`src/hw/rtl/psc_pkg.sv`:
```
// ----------------------------------------------------------------------------
// psc_pkg - shared types and constants for the predictive step-size controller
// Log2-domain fixed-point formats, register indexes, configuration bundle,
// history bundle and the order-to-exponent table.
// ----------------------------------------------------------------------------
package psc_pkg;

    // data formats
    localparam int DATA_W          = 24;
    localparam int FRAC_BITS       = 16;
    localparam int SHOW_W          = 16;
    localparam int COUNT_WIDTH_DEF = 16;
    localparam int ORDER_W         = 3;
    localparam int EXP_W           = 17;
    localparam int EXP_FRAC        = 16;
    localparam int CFG_INDEX_W     = 3;

    // request commands
    localparam logic CMD_ESTIMATE = 1'b0;
    localparam logic CMD_CLEAR    = 1'b1;

    // configuration register indexes
    typedef enum logic [CFG_INDEX_W-1:0] {
        REG_LOG_TOLERANCE  = 3'd0,
        REG_METHOD_ORDER   = 3'd1,
        REG_LOG_RATIO_MAX  = 3'd2,
        REG_LOG_RATIO_MIN  = 3'd3,
        REG_LOG_SAFETY     = 3'd4,
        REG_USE_PREDICTIVE = 3'd5
    } reg_index_t;

    // reset values of the configuration registers
    localparam logic signed [DATA_W-1:0] TOLERANCE_RST = 24'sd0;
    localparam logic [ORDER_W-1:0]       ORDER_RST     = 3'd3;
    localparam logic signed [DATA_W-1:0] RATIO_MAX_RST = 24'sd169403;
    localparam logic signed [DATA_W-1:0] RATIO_MIN_RST = -24'sd152170;
    localparam logic signed [DATA_W-1:0] SAFETY_RST    = -24'sd9962;
    localparam logic                     PREDICT_RST   = 1'b1;

    // error floor log2(0.01), held with 24 fraction bits, rounded to FRAC_BITS
    localparam int FLOOR_Q24_MAG = 111465410;
    localparam int FLOOR_SHIFT   = 24 - FRAC_BITS;
    localparam int FLOOR_HALF    = (FLOOR_SHIFT > 0) ? (1 << (FLOOR_SHIFT - 1)) : 0;
    localparam logic signed [DATA_W-1:0] LOG_ERR_FLOOR =
        DATA_W'(-((FLOOR_Q24_MAG + FLOOR_HALF) >>> FLOOR_SHIFT));

    typedef struct packed {
        logic signed [DATA_W-1:0] log_tolerance;
        logic [ORDER_W-1:0]       method_order;
        logic signed [DATA_W-1:0] log_ratio_max;
        logic signed [DATA_W-1:0] log_ratio_min;
        logic signed [DATA_W-1:0] log_safety;
        logic                     use_predictive;
    } cfg_t;

    // last accepted step and error, plus history flag
    typedef struct packed {
        logic signed [DATA_W-1:0] log_step;
        logic signed [DATA_W-1:0] log_error;
        logic                     valid;
    } hist_t;

    // exponent 1/(p+1), 16 fraction bits, rounded to nearest
    function automatic logic [EXP_W-1:0] exp_of(input logic [ORDER_W-1:0] order);
        logic [EXP_W-1:0] pw;
        case (order)
            3'd0:    pw = 17'd65536;
            3'd1:    pw = 17'd32768;
            3'd2:    pw = 17'd21845;
            3'd3:    pw = 17'd16384;
            3'd4:    pw = 17'd13107;
            3'd5:    pw = 17'd10923;
            3'd6:    pw = 17'd9362;
            default: pw = 17'd8192;
        endcase
        return pw;
    endfunction

endpackage

```
`src/hw/rtl/psc_cfg.sv`:
```
// ----------------------------------------------------------------------------
// psc_cfg - configuration register file
// Six write-only registers with reset defaults; writes to unused indexes
// are dropped.
// ----------------------------------------------------------------------------
module psc_cfg (
    input  logic                             clk,
    input  logic                             rst_n,
    input  logic                             cfg_write,
    input  logic [psc_pkg::CFG_INDEX_W-1:0]  cfg_index,
    input  logic [psc_pkg::DATA_W-1:0]       cfg_data,
    output psc_pkg::cfg_t                    cfg
);
    import psc_pkg::*;

    cfg_t cfg_reg;
    cfg_t cfg_next;

    // register write decode
    always_comb
    begin
        cfg_next = cfg_reg;
        if (cfg_write)
        begin
            unique case (reg_index_t'(cfg_index))
                REG_LOG_TOLERANCE:  cfg_next.log_tolerance  = signed'(cfg_data);
                REG_METHOD_ORDER:   cfg_next.method_order   = cfg_data[ORDER_W-1:0];
                REG_LOG_RATIO_MAX:  cfg_next.log_ratio_max  = signed'(cfg_data);
                REG_LOG_RATIO_MIN:  cfg_next.log_ratio_min  = signed'(cfg_data);
                REG_LOG_SAFETY:     cfg_next.log_safety     = signed'(cfg_data);
                REG_USE_PREDICTIVE: cfg_next.use_predictive = cfg_data[0];
                default:            cfg_next = cfg_reg;
            endcase
        end
    end

    // register storage with defaults
    always_ff @(posedge clk or negedge rst_n)
    begin
        if (!rst_n)
        begin
            cfg_reg.log_tolerance  <= TOLERANCE_RST;
            cfg_reg.method_order   <= ORDER_RST;
            cfg_reg.log_ratio_max  <= RATIO_MAX_RST;
            cfg_reg.log_ratio_min  <= RATIO_MIN_RST;
            cfg_reg.log_safety     <= SAFETY_RST;
            cfg_reg.use_predictive <= PREDICT_RST;
        end
        else
        begin
            cfg_reg <= cfg_next;
        end
    end

    assign cfg = cfg_reg;

endmodule

```
`src/hw/rtl/psc_calc.sv`:
```
// ----------------------------------------------------------------------------
// psc_calc - step ratio datapath
// Accept test, standard ratio with clamps, predictive ratio, proposed
// step with saturation, and next history and counter values.
// ----------------------------------------------------------------------------
module psc_calc #(
    parameter int COUNT_WIDTH = psc_pkg::COUNT_WIDTH_DEF
) (
    input  psc_pkg::cfg_t                           cfg,
    input  logic                                    cmd,
    input  logic signed [psc_pkg::DATA_W-1:0]       log_error,
    input  logic signed [psc_pkg::DATA_W-1:0]       log_step,
    input  psc_pkg::hist_t                          hist,
    input  logic [COUNT_WIDTH-1:0]                  acc_count,
    input  logic [COUNT_WIDTH-1:0]                  rej_count,
    output psc_pkg::hist_t                          hist_next,
    output logic [COUNT_WIDTH-1:0]                  acc_next,
    output logic [COUNT_WIDTH-1:0]                  rej_next,
    output logic signed [psc_pkg::DATA_W-1:0]       log_next_step,
    output logic                                    step_ok,
    output logic                                    used_prediction
);
    import psc_pkg::*;

    localparam int W = 32;

    // x * 2^-EXP_FRAC * pw, rounded to nearest with ties upward
    function automatic logic signed [W-1:0] mul_exp(
        input logic signed [DATA_W+1:0] x,
        input logic [EXP_W-1:0]         pw
    );
        logic signed [DATA_W+EXP_W+2:0] prod;
        prod = x * signed'({1'b0, pw});
        prod = prod + (DATA_W+EXP_W+3)'(1 << (EXP_FRAC - 1));
        return W'(prod >>> EXP_FRAC);
    endfunction

    logic [EXP_W-1:0]        pw;
    logic signed [W-1:0]     s_w, saf_w, hi_w, lo_w;
    logic signed [W-1:0]     r_std, r_hi, r_clamp, r_pred, r_sel, nxt;
    logic signed [DATA_W+1:0] pred_arg;
    logic                    ok, pred, est;
    logic [COUNT_WIDTH-1:0]  acc_inc, rej_inc;

    assign pw    = exp_of(cfg.method_order);
    assign s_w   = W'(log_step);
    assign saf_w = W'(cfg.log_safety);
    assign hi_w  = -W'(cfg.log_ratio_min);
    assign lo_w  = -W'(cfg.log_ratio_max);
    assign est   = (cmd == CMD_ESTIMATE);
    assign ok    = log_error < cfg.log_tolerance;

    // saturating counters
    assign acc_inc = (&acc_count) ? acc_count : acc_count + COUNT_WIDTH'(1);
    assign rej_inc = (&rej_count) ? rej_count : rej_count + COUNT_WIDTH'(1);

    // standard ratio, upper clamp then lower clamp
    assign r_std   = mul_exp((DATA_W+2)'(log_error), pw) - saf_w;
    assign r_hi    = (r_std > hi_w) ? hi_w : r_std;
    assign r_clamp = (r_hi < lo_w) ? lo_w : r_hi;

    // predictive ratio from the last accepted step
    assign pred_arg = ((DATA_W+2)'(log_error) <<< 1) - (DATA_W+2)'(hist.log_error);
    assign r_pred   = (W'(hist.log_step) - s_w) + mul_exp(pred_arg, pw) - saf_w;
    assign pred     = ok && cfg.use_predictive && hist.valid && (acc_inc > COUNT_WIDTH'(1));
    assign r_sel    = (pred && (r_pred > r_clamp)) ? r_pred : r_clamp;

    // proposed step with saturation, zero on a clear
    assign nxt = s_w - r_sel;

    always_comb
    begin
        if (!est)
            log_next_step = '0;
        else if (nxt > W'(24'sh7FFFFF))
            log_next_step = 24'sh7FFFFF;
        else if (nxt < -W'(25'sh800000))
            log_next_step = 24'sh800000;
        else
            log_next_step = DATA_W'(nxt);
    end

    assign step_ok         = est && ok;
    assign used_prediction = est && pred;

    // next history and counters
    always_comb
    begin
        if (!est)
        begin
            hist_next = '0;
            acc_next  = '0;
            rej_next  = '0;
        end
        else
        begin
            hist_next       = hist;
            hist_next.valid = 1'b1;
            acc_next        = ok ? acc_inc : acc_count;
            rej_next        = ok ? rej_count : rej_inc;
            if (ok && cfg.use_predictive)
            begin
                hist_next.log_step  = log_step;
                hist_next.log_error = (log_error > LOG_ERR_FLOOR) ? log_error : LOG_ERR_FLOOR;
            end
        end
    end

endmodule

```
`src/hw/rtl/predictive_step_size_controller_top.sv`:
```
// ----------------------------------------------------------------------------
// predictive_step_size_controller_top - log2-domain step-size controller
// Error-per-step controller with an optional predictive estimate, history
// of the last accepted step, and saturating accept and reject counts.
// ----------------------------------------------------------------------------
//
//   channel   direction  handshake              payload
//   in        request    in_valid / in_stall    cmd, log_error, log_step
//   out       result     out_valid / out_stall  log_next_step, step_ok,
//                                               accepted_total, rejected_total,
//                                               used_prediction
//   cfg       write      cfg_write              cfg_index, cfg_data
//
// One request per cycle sustained while the result is not stalled; a taken
// request passes through the input register, then the ratio datapath into
// the result register. History and counts update as a request moves into
// the result register, so the following request sees them with no bubble.
// Reset loads the default configuration and clears history and counts.
// A stalled result holds the result register; a full input register then
// holds and in_stall rises until the result is taken.
// ----------------------------------------------------------------------------
module predictive_step_size_controller_top #(
    parameter int COUNT_WIDTH = psc_pkg::COUNT_WIDTH_DEF
) (
    input  logic                                    clk,
    input  logic                                    rst_n,
    input  logic                                    in_valid,
    output logic                                    in_stall,
    input  logic                                    cmd,
    input  logic signed [psc_pkg::DATA_W-1:0]       log_error,
    input  logic signed [psc_pkg::DATA_W-1:0]       log_step,
    output logic                                    out_valid,
    input  logic                                    out_stall,
    output logic signed [psc_pkg::DATA_W-1:0]       log_next_step,
    output logic                                    step_ok,
    output logic [psc_pkg::SHOW_W-1:0]              accepted_total,
    output logic [psc_pkg::SHOW_W-1:0]              rejected_total,
    output logic                                    used_prediction,
    input  logic                                    cfg_write,
    input  logic [psc_pkg::CFG_INDEX_W-1:0]         cfg_index,
    input  logic [psc_pkg::DATA_W-1:0]              cfg_data
);
    import psc_pkg::*;

    localparam int CMP_W = (COUNT_WIDTH > SHOW_W) ? COUNT_WIDTH : SHOW_W;

    cfg_t cfg;

    // input register
    logic                     s1_valid_reg;
    logic                     s1_cmd_reg;
    logic signed [DATA_W-1:0] s1_err_reg;
    logic signed [DATA_W-1:0] s1_step_reg;

    // history and counters
    hist_t                    hist_reg, hist_next;
    logic [COUNT_WIDTH-1:0]   acc_reg, acc_next;
    logic [COUNT_WIDTH-1:0]   rej_reg, rej_next;

    // result register
    logic                     out_valid_reg;
    logic signed [DATA_W-1:0] next_step_reg, next_step_next;
    logic                     ok_reg, ok_next;
    logic                     pred_reg, pred_next;
    logic [SHOW_W-1:0]        acc_show_reg, acc_show_next;
    logic [SHOW_W-1:0]        rej_show_reg, rej_show_next;

    logic s1_adv, s1_move, in_take;

    psc_cfg u_cfg (
        .clk       (clk),
        .rst_n     (rst_n),
        .cfg_write (cfg_write),
        .cfg_index (cfg_index),
        .cfg_data  (cfg_data),
        .cfg       (cfg)
    );

    psc_calc #(
        .COUNT_WIDTH (COUNT_WIDTH)
    ) u_calc (
        .cfg             (cfg),
        .cmd             (s1_cmd_reg),
        .log_error       (s1_err_reg),
        .log_step        (s1_step_reg),
        .hist            (hist_reg),
        .acc_count       (acc_reg),
        .rej_count       (rej_reg),
        .hist_next       (hist_next),
        .acc_next        (acc_next),
        .rej_next        (rej_next),
        .log_next_step   (next_step_next),
        .step_ok         (ok_next),
        .used_prediction (pred_next)
    );

    // pipeline flow control
    assign s1_adv   = !out_valid_reg || !out_stall;
    assign s1_move  = s1_valid_reg && s1_adv;
    assign in_stall = s1_valid_reg && !s1_adv;
    assign in_take  = in_valid && !in_stall;

    // counts shown saturated at the output width
    always_comb
    begin
        acc_show_next = (CMP_W'(acc_next) > CMP_W'({SHOW_W{1'b1}})) ?
                        {SHOW_W{1'b1}} : SHOW_W'(acc_next);
        rej_show_next = (CMP_W'(rej_next) > CMP_W'({SHOW_W{1'b1}})) ?
                        {SHOW_W{1'b1}} : SHOW_W'(rej_next);
    end

    // control and history state
    always_ff @(posedge clk or negedge rst_n)
    begin
        if (!rst_n)
        begin
            s1_valid_reg  <= 1'b0;
            out_valid_reg <= 1'b0;
            hist_reg      <= '0;
            acc_reg       <= '0;
            rej_reg       <= '0;
        end
        else
        begin
            if (!in_stall)
                s1_valid_reg <= in_valid;
            if (s1_move)
            begin
                out_valid_reg <= 1'b1;
                hist_reg      <= hist_next;
                acc_reg       <= acc_next;
                rej_reg       <= rej_next;
            end
            else if (!out_stall)
            begin
                out_valid_reg <= 1'b0;
            end
        end
    end

    // payload registers
    always_ff @(posedge clk)
    begin
        if (in_take)
        begin
            s1_cmd_reg  <= cmd;
            s1_err_reg  <= log_error;
            s1_step_reg <= log_step;
        end
        if (s1_move)
        begin
            next_step_reg <= next_step_next;
            ok_reg        <= ok_next;
            pred_reg      <= pred_next;
            acc_show_reg  <= acc_show_next;
            rej_show_reg  <= rej_show_next;
        end
    end

    assign out_valid       = out_valid_reg;
    assign log_next_step   = next_step_reg;
    assign step_ok         = ok_reg;
    assign used_prediction = pred_reg;
    assign accepted_total  = acc_show_reg;
    assign rejected_total  = rej_show_reg;

endmodule

```
`config.mk`:
```
export PLATFORM = sky130hd
export DESIGN_NAME = predictive_step_size_controller_top
export DESIGN_NICKNAME = d
export VERILOG_FILES = /design/src/hw/rtl/psc_pkg.sv /design/src/hw/rtl/psc_cfg.sv /design/src/hw/rtl/psc_calc.sv /design/src/hw/rtl/predictive_step_size_controller_top.sv
export SDC_FILE = /design/constraint.sdc
export NUM_CORES = 2
export LEC_CHECK = 0
export BUFFER_PORTS_ARGS = -buffer_cell sky130_fd_sc_hd__buf_4
export CAP_MARGIN = 5
export CORE_MARGIN = 4
export CORE_UTILIZATION = 50
export CTS_CLUSTER_DIAMETER = 50
export DETAILED_ROUTE_END_ITERATION = 10
export PLACE_DENSITY = 0.64
export SYNTH_ARGS = -nofsm -noshare
export SYNTH_HDL_FRONTEND = slang
export SYNTH_SLANG_ARGS = --single-unit
export TNS_END_PERCENT = 10
```
`constraint.sdc`:
```
create_clock -name clk -period 41.4 [get_ports clk]
set_input_delay 0 -clock clk [delete_from_list [all_inputs] [get_ports clk]]
set_output_delay 0 -clock clk [all_outputs]
set_load 0.01 [all_outputs]
```
==> impl_metrics.env <==
export IMPL_status="complete, no violations"
export IMPL_layout_commonest_cell="inv_1"
export IMPL_final_cell_mix="1,167 x inv_1, 864 x fa_1, 543 x nand2_1, 518 x ha_1, 457 x nor2_1"
export IMPL_critPathMaxFanout=58
export IMPL_drive_gt1_share_pct=8.204
export IMPL_viasPerCell=5.459
export IMPL_timing_fmax_mhz=42.16
export IMPL_antenna_found_initial=6
export IMPL_worstSetupStartpointType="register"
export IMPL_syn_avg_cell_area_sq_um=9.145
export IMPL_grt_pass1_vias=42270
export IMPL_drt_wl_total_um=156400
export IMPL_yosysWarnings=0
export IMPL_synth_edff_count=107
export IMPL_syn_nets=7192
export IMPL_die_area_sq_um=110000
export IMPL_clock_latency_ns=0.61
export IMPL_rows=118
export IMPL_cpMostUsedCell="a21o_1"
export IMPL_synthCells=5729
export IMPL_dpl_worst_slack_ns=18.16
export IMPL_place_congestion=0.9767
export IMPL_portBuffers=140
export IMPL_setup_ws_ns=17.68
export IMPL_min_period_ns=23.72
export IMPL_clkSinkCount=290
export IMPL_cts_root_buf="clkbuf_16"
export IMPL_clk_pin_slew_worst_paths_ns=0.06
export IMPL_r2r_start="u_cfg.cfg[75]$_DFFE_PN0P_"
export IMPL_nNetsFinal=7360
export IMPL_core_area_sq_um=103800
export IMPL_dieHeight_um=331.7
export IMPL_drc=0
export IMPL_rr_endpoint="log_next_step[21]$_SDFFCE_PP0P_"
export IMPL_critPathKind="register to register"
export IMPL_critPathRequiredTime_ns=41.75
export IMPL_rsz0062_at_grt="false"
export IMPL_slew_headroom_pct=15.73
export IMPL_drt_pass1_iter_count=6
export IMPL_drv_cap=0
export IMPL_ys_flop_type="dfrtp_1"
export IMPL_routedWlPerCell_um=21.37
export IMPL_start_util_pct=50.48
export IMPL_critical_path_arrival_ns=24.06
export IMPL_worstMarginPinSlew_ns=1.256
export IMPL_grt_pass1_wl_um=246900
export IMPL_cts_setup_buffers=0
export IMPL_async_reset_ff_share_pct=63.10
export IMPL_grt_overflow_total=0
export IMPL_synth_seq_cells=290
export IMPL_detail_route_iter0_violations=2790
export IMPL_vias=39950
export IMPL_skew_ns=0.05230
export IMPL_hold_viol_final=0
export IMPL_cts_path_max_buffers=3
export IMPL_synth_distinct_cells=91
export IMPL_areaGrowthSynthToFinish_pct=9.775
export IMPL_largest_reg_flops=100
export IMPL_worstSetupEndpointType="register"
export IMPL_cts_buffers=47
export IMPL_max_stage_delay_ns=0.87
export IMPL_tritoncts="built"
export IMPL_reg2reg_depth=83
export IMPL_seq_area_frac_synth_pct=14.98
export IMPL_hpwl_um=129600
export IMPL_finalMaxSlewViolations=0
export IMPL_reg2reg_slack_ns=17.68
export IMPL_die_x_um=331.7
export IMPL_period_share_pct=57.29
export IMPL_grt_max_degree=88
export IMPL_cts_htree_levels=2
export IMPL_final_setup_viol_count=0
export IMPL_netlist_area_sq_um=52390
export IMPL_io_pins=141
export IMPL_hold_class="input port to async pin"
export IMPL_drtAntennaViolNets=0
export IMPL_tns_ns=0
export IMPL_track_usage_pct=29.00
export IMPL_slowest_stage="clkinv_1"
per-layer routing:
metal | part of all wire (%) | track usage, % | up-vias | routed length (um)
met5 | 0 | 0 | - | 0
met4 | 4.3 | 10.52 | 0 | 6688
met3 | 7.2 | 5.747 | 310 | 11230
met2 | 47 | 47.89 | 1323 | 73810
met1 | 41 | 38.09 | 19720 | 64690
li1 | - | - | 18600 | -
through the flow:
step	util, %	cell area [sq um]	instances	hold WS [ns]
after floorplan	-	52390	5729	-0.2956
after global placement	53.04	55050	7142	0.1706
after detailed placement	53.04	55050	7142	0.1682
after CTS	55.41	57510	7316	0.06504
after global routing	55.41	57510	7316	0.08221
final	55.41	57510	7318	0.05560
synth_stat cells, types with 18 or more instances:
cell / n / share of area (%)
a21oi_1: 179 / 1.7
clkbuf_1: 147 / 1.1
o21a_1: 50 / 0.72
o21bai_1: 24 / 0.34
xor2_1: 96 / 1.6
a21o_1: 97 / 1.4
nand4_1: 49 / 0.59
or3_1: 29 / 0.35
xnor2_1: 152 / 2.5
nor2_1: 460 / 3.3
and2_1: 98 / 1.2
dfstp_2: 46 / 2.3
a211oi_1: 26 / 0.37
nor3_1: 72 / 0.69
mux2i_1: 33 / 0.63
o31ai_1: 36 / 0.52
nor2b_1: 49 / 0.59
nand2_1: 544 / 3.9
mux2_2: 57 / 1.2
o21ai_0: 210 / 2.0
o21ai_2: 18 / 0.30
nand3_1: 80 / 0.76
or2_2: 29 / 0.35
fa_1: 864 / 33
inv_1: 1168 / 8.4
o211ai_1: 21 / 0.30
nand2b_1: 46 / 0.55
edfxtp_1: 107 / 6.1
dfrtp_1: 137 / 6.5
ha_1: 518 / 12
a31oi_1: 19 / 0.23
and3_1: 43 / 0.51
area by class of cell:
type / count / area [sq um]
Antenna cell: 2 / 5.005
Clock buffer: 55 / 1247
Inverter: 1171 / 4395
Clock inverter: 33 / 347.8
Timing Repair Buffer: 295 / 2436
Multi-Input combinational cell: 4092 / 39500
Sequential cell: 290 / 7851
Tap cell: 1380 / 1727
Fill cell: 9367 / 46280
cell families (layout without fill, tap and decap cells):
kind of cell / after synthesis / in the layout / synth area share [%]
simple gates: 1567 / 1567 / 13.81
mux: 90 / 90 / 1.856
other cells: 0 / 2 / 0
flops: 290 / 290 / 14.98
compound gates: 805 / 805 / 10.06
buf+inv: 1347 / 1554 / 9.756
fa+ha+maj: 1382 / 1382 / 45.38
xor+xnor: 248 / 248 / 4.146
worst max-delay path: cells and delay by family (launching register included):
family                     cells  cell delay [ns]
DFF                            1             0.77
muxes                          1             0.47
and+or+nand+nor               21             4.58
adders and majority gates     12             4.90
xor gates and xnor gates       2             0.69
AOI/OAI and AO/OA             36             8.56
buffers and inverters         11             3.37
what timing repair did:
action	CTS	global route
endpoints found under the hold margin	235	0
resized for setup	0	0
hold buffers	86	0
worst max-delay path by stage:
stage / depth (start not counted) / startpoint / slack [ns] / end
2_1_floorplan: 90 / u_cfg.cfg[75]$_DFFE_PN0P_ / 21.63 / log_next_step[21]$_SDFFCE_PP0P_
3_3_place_gp: 84 / u_cfg.cfg[75]$_DFFE_PN0P_ / 18.60 / log_next_step[4]$_SDFFCE_PP0P_
5_1_grt: 83 / u_cfg.cfg[75]$_DFFE_PN0P_ / 15.99 / log_next_step[4]$_SDFFCE_PP0P_
4_1_cts: 84 / u_cfg.cfg[75]$_DFFE_PN0P_ / 18.06 / log_next_step[4]$_SDFFCE_PP0P_
6_report: 83 / u_cfg.cfg[75]$_DFFE_PN0P_ / 17.68 / log_next_step[21]$_SDFFCE_PP0P_
3_5_place_dp: 84 / u_cfg.cfg[75]$_DFFE_PN0P_ / 18.16 / log_next_step[21]$_SDFFCE_PP0P_
Power is not shown: default switching activity piles up to over one toggle a cycle in this logic, so the estimate is an artifact.
